### config.mk
export PLATFORM = sky130hd
export DESIGN_NAME = oqkr_cell
export DESIGN_NICKNAME = d
export VERILOG_FILES = /design/src/hdl/oqkr_pkg.sv /design/src/hdl/oqkr_cell.sv
export SDC_FILE = /design/constraint.sdc
export NUM_CORES = 1
export LEC_CHECK = 0
export ABC_AREA = 0
export BUFFER_PORTS_ARGS = -buffer_cell sky130_fd_sc_hd__buf_2
export CAP_MARGIN = 15
export CORE_MARGIN = 4
export CORE_UTILIZATION = 38
export CTS_CLUSTER_DIAMETER = 50
export DETAILED_ROUTE_END_ITERATION = 8
export PLACE_DENSITY = 0.79
export SETUP_SLACK_MARGIN = 0.1
export SKIP_LAST_GASP = 1
export SLEW_MARGIN = 10
export SYNTH_ARGS = -nofsm -noshare
export SYNTH_HDL_FRONTEND = slang
export SYNTH_SLANG_ARGS = --single-unit
### constraint.sdc
create_clock -name i_clk -period 1.9 [get_ports i_clk]
set_input_delay 0.095 -clock i_clk [delete_from_list [all_inputs] [get_ports i_clk]]
set_output_delay 0.095 -clock i_clk [all_outputs]
set_load 0.05 [all_outputs]
### src/hdl/oqkr_pkg.sv
// shared types and constants for the ordered queue with keyed removal
`timescale 1ns / 1ps
`default_nettype none
package oqkr_pkg;

    localparam int DEPTH_DEF     = 16;
    localparam int KEY_WIDTH_DEF = 16;

    localparam int CMD_W         = 2;
    localparam int KEY_FIELD_W   = 16;
    localparam int STATUS_W      = 2;
    localparam int COUNT_FIELD_W = 5;

    localparam logic [CMD_W-1:0] CMD_PUSH   = 2'd0;
    localparam logic [CMD_W-1:0] CMD_POP    = 2'd1;
    localparam logic [CMD_W-1:0] CMD_DELETE = 2'd2;

    localparam logic [STATUS_W-1:0] ST_OK        = 2'd0;
    localparam logic [STATUS_W-1:0] ST_EMPTY     = 2'd1;
    localparam logic [STATUS_W-1:0] ST_NOT_FOUND = 2'd2;
    localparam logic [STATUS_W-1:0] ST_FULL      = 2'd3;

    typedef struct packed {
        logic             sample;
        logic             apply;
        logic [CMD_W-1:0] op;
    } t_cell_ctl;

endpackage
`default_nettype wire

### src/hdl/oqkr_cell.sv
// one queue slot: holds a key, matches it and shifts from its upper neighbor
`timescale 1ns / 1ps
`default_nettype none
module oqkr_cell
    import oqkr_pkg::*;
#(
    parameter int KEY_WIDTH = KEY_WIDTH_DEF,
    parameter bit IS_HEAD   = 1'b0
) (
    input  wire logic                 i_clk,
    input  wire logic                 i_rst_n,
    input  wire t_cell_ctl            i_ctl,
    input  wire logic [KEY_WIDTH-1:0] i_key,
    input  wire logic                 i_shift,
    input  wire logic                 i_prev_valid,
    input  wire logic                 i_next_valid,
    input  wire logic [KEY_WIDTH-1:0] i_next_key,
    output logic                      o_valid,
    output logic [KEY_WIDTH-1:0]      o_key,
    output logic                      o_hit
);

    logic                 r_valid;
    logic                 r_hit;
    logic [KEY_WIDTH-1:0] r_key;
    logic                 w_push_here;

    assign w_push_here = (i_ctl.op == CMD_PUSH) && !r_valid && i_prev_valid;

    always_ff @(posedge i_clk) begin
        if (!i_rst_n) begin
            r_valid <= 1'b0;
            r_hit   <= 1'b0;
        end else if (i_ctl.sample) begin
            unique case (i_ctl.op)
                CMD_DELETE: r_hit <= r_valid && (r_key == i_key);
                CMD_POP:    r_hit <= r_valid && IS_HEAD;
                default:    r_hit <= 1'b0;
            endcase
        end else if (i_ctl.apply) begin
            r_hit <= 1'b0;
            if (i_shift) begin
                r_valid <= i_next_valid;
            end else if (w_push_here) begin
                r_valid <= 1'b1;
            end
        end
    end

    always_ff @(posedge i_clk) begin
        if (i_ctl.apply && !i_ctl.sample) begin
            if (i_shift) begin
                r_key <= i_next_key;
            end else if (w_push_here) begin
                r_key <= i_key;
            end
        end
    end

    assign o_valid = r_valid;
    assign o_key   = r_key;
    assign o_hit   = r_hit;

endmodule
`default_nettype wire

==> metrics.md <==
| Metric | Value |
|---|---|
| Result of the run | `completed` |
| Proportion of synthesized flip-flops having asynchronous set or reset | `0%` |
| Comb pwr share | `25.3%` |
| Cell with the largest stage delay on the worst path | `sky130_fd_sc_hd__dfxtp_2` |
| H-tree levels | `1` |
| Detailed Routing Iterations Pass 1 | `2` |
| Synthesized Nets | `between 100 and 150` |
| Summed instance area of the synthesized netlist | `965 µm²` |
| Switching Share | `29.8%` |
| Cell accounting for the most synthesized area | `sky130_fd_sc_hd__edfxtp_1` |
| Routed Wire Length | `approximately 2300 µm` |
| Post-route cell area | `approximately 1300 µm²` |
| Post-CTS Setup Inserts | `0` |
| Critical path buffers and inverters | `1` |
| Net total in the final layout | `170` |
| Antenna cell count | `0` |
| Area of the core region | `around 2300 µm²` |
| Worst slew pin tran | `315 ps` |
| RePlAce Congestion | `0.789` |
| Final worst path period need | `1530 ps` |
| Cell row count | `17` |
| Data arrival time of the worst path | `1510 ps` |
| Yosys Warn Count | `0` |
| Delay of the slowest cell on the worst path | `approximately 350 ps` |
| Maximum Capacitance Violations | `0` |
| CTS tree | `done` |
| Source-to-sink clock delay at the later pin of the worst-skew pair | `280 ps` |
| Final routed DRC violation total | `0` |
| Via count of the first global-routing pass | `845` |
| Power share of the clock group | `between 20% and 30%` |
| Library cells used by synthesis | `16` |
| Switching power | `0.265 mW` |
| Cell Int Power | `about 0.62 mW` |
| Maximum number of pins on one net before global-route repair | `18` |
| Non-filler instance count after layout | `156` |
| Setup tns final | `0 ps` |
| Final Cycle Share | `80.4%` |
| DR WL/cell | `14.7 µm` |
| Hold Slack | `about 46 ps` |
| Critical path fanouts, max | `17` |
| Routed vias/inst | `4.88` |
| Number of buffers on the longest clock path | `2` |
| FF+latch count, synth | `18` |
| Post-DP Area | `1300 µm²` |
| Inserted Clock Buffers | `3` |
| List of cells traversed by the critical path | `nor4b_1 > nor2_1 > nor3b_4 > buf_4` |
| Power Density | `672 nW/µm²` |
| Maximum clock skew at final layout | `1.66 ps` |
| Area grow syn2layout | `37.1%` |
| Most frequent cells after synthesis | `sky130_fd_sc_hd__edfxtp_1, sky130_fd_sc_hd__mux2_2, sky130_fd_sc_hd__xor2_1` |
| Vertical die dimension | `around 58 µm` |
| Antenna violations before repair | `0` |
| RSZ-0062 raised after global routing | `no` |
| Highest clock rate | `0.654 GHz` |
| Final Hold Fails | `0` |
| Leak | `0.588 nW` |
| CTS Root Buffer Type | `sky130_fd_sc_hd__clkbuf_4` |
| Maximum VDD drop | `0.525 mV` |
| Ratio of cells with drive above 1 in the final layout | `63.3%` |
| Synth Instances | `66` |
| Ranking of synthesized cells by area | `sky130_fd_sc_hd__edfxtp_1, sky130_fd_sc_hd__mux2_2, sky130_fd_sc_hd__xor2_1` |
| Quantity of I/O buffers inserted on ports | `between 50 and 60` |
| Worst max-slew margin expressed relative to the limit | `78.8%` |
| DP HPWL | `1860 µm` |
| Start-to-end type of the worst setup path | `reg -> reg` |
| Number of sinks driven by the clock tree | `18` |
| Total global-route track usage | `14.1%` |
| Portion of synthesized cell area occupied by the leading cell type | `49.8%` |
| Primary flip-flop cell chosen by synthesis mapping | `sky130_fd_sc_hd__edfxtp_1` |
| Via count | `761` |
| Initial core utilization | `between 40% and 50%` |
| Required time of the worst setup path | `1890 ps` |
| Endpoint kind of the worst setup timing path | `flop` |
| Reg clk slew, reported paths | `around 100 ps` |
| Count of routing violations after the opening detailed-route iteration | `14` |
| Count of hold buffers inserted by post-cts repair | `0` |
| Max Transition Viols Final | `0` |
| Cell family with the largest share of critical-path delay | `simple AND/OR/NAND/NOR gates` |
| Count of flip-flops with a built-in enable after synthesis | `16` |
| Detail Route Antenna Nets | `0` |
| First-pass GRT wire length | `3640 µm` |
| Relative contribution of sequential cells to total power | `53.1%` |
| Die outline area | `3410 µm²` |
| Type of element launching the critical path | `flop` |
| Path type of the worst min-delay path | `in -> reg` |
| Resized cells post-CTS | `0` |
| Syn avg cell area | `14.6 µm²` |
| Width of the die | `58.4 µm` |
| Total global routing overflow | `0` |
| Cells after DPL | `152` |
| Total of endpoints with negative setup slack in the final report | `0` |
| Sequential share of the synthesized area | `54.0%` |
| Top-Level Pins | `59` |
==> cell families after synthesis <==
group,Yosys count,share of synthesized area [%]
XOR/XNOR,16,14.5
flip-flops,18,54.0
buffers and inverters,2,1.69
AND/OR/NAND/NOR,12,9.60
AO/OA/AOI/OAI,2,1.56
multiplexers,16,18.7
==> routing by layer <==
layer	share of wire (%)	track usage, %
met5	0	0
met4	0.96	4.97
met1	39	16.1
met3	10	4.39
met2	50	24.6
==> worst paths after layout <==
path / from / endpoint / slack (ps) / depth (start not counted)
min reg2reg: o_valid$_SDFFE_PN0P_ / o_hit$_SDFFE_PN0P_ / 530 / 2
max reg2reg: o_valid$_SDFFE_PN0P_ / o_key[3]$_DFFE_PP_ / 370 / 4
max: o_valid$_SDFFE_PN0P_ / o_key[3]$_DFFE_PP_ / 370 / 4
min: i_rst_n / o_valid$_SDFFE_PN0P_ / 50 / 2
==> state kept, by name, indices dropped and copies added (netlist names) <==
register / flops
o_hit: 1
o_key: 16
o_valid: 1
==> worst reg2reg max path, delay by kind of cell, from the launching register on <==
| kind | cells | cell delay [ps] |
|---|---|---|
| buffers and inverters | 1 | 270 |
| DFF | 1 | 350 |
| and+or+nand+nor | 3 | 600 |
==> power by group through the flow <==
stage | sequential (mW) | combinational, mW | clock, mW
6_report | 0.472 | 0.225 | 0.192
5_1_grt | 0.475 | 0.241 | 0.224
4_1_cts | 0.473 | 0.228 | 0.202
3_5_place_dp | 0.482 | 0.227 | 0
3_3_place_gp | 0.480 | 0.223 | 0
2_1_floorplan | 0.554 | 0.0711 | 0
==> metrics by stage <==
step | power (mW) | worst slack, ps | util (%)
finish | 0.889 | 372 | 57.0
global route | 0.940 | 262 | 57.0
CTS | 0.902 | 356 | 57.0
detailed placement | 0.709 | 364 | 55.9
global placement | 0.703 | 439 | 55.9
floorplan | 0.626 | 157 | -
==> cells in the final DEF, fill, tap and decap left out <==
cell	Yosys	layout
sky130_fd_sc_hd__clkbuf_4	0	3
sky130_fd_sc_hd__clkinv_1	0	1
sky130_fd_sc_hd__buf_4	0	2
sky130_fd_sc_hd__mux2_2	16	16
sky130_fd_sc_hd__and4b_1	1	1
sky130_fd_sc_hd__or4bb_1	1	1
sky130_fd_sc_hd__nor4_1	4	4
sky130_fd_sc_hd__o21ai_0	1	1
sky130_fd_sc_hd__buf_2	1	58
sky130_fd_sc_hd__dfxtp_1	2	1
sky130_fd_sc_hd__nand3_1	2	2
sky130_fd_sc_hd__nor2_1	1	1
sky130_fd_sc_hd__dfxtp_2	0	1
sky130_fd_sc_hd__nor3b_4	0	1
sky130_fd_sc_hd__nand4bb_1	1	1
sky130_fd_sc_hd__nor4b_1	1	1
sky130_fd_sc_hd__xor2_1	16	16
sky130_fd_sc_hd__edfxtp_1	16	16
sky130_fd_sc_hd__o211a_1	1	1
==> layout make-up <==
| type | count | area (µm²) |
|---|---|---|
| Clock buffer | 3 | 22.5 |
| Fill cell | 216 | 996 |
| Tap cell | 28 | 35.0 |
| Sequential cell | 18 | 522 |
| Multi-Input combinational cell | 46 | 434 |
| Timing Repair Buffer | 60 | 305 |
| Clock inverter | 1 | 3.75 |
No activity file was read; power rests on OpenSTA's default activity.
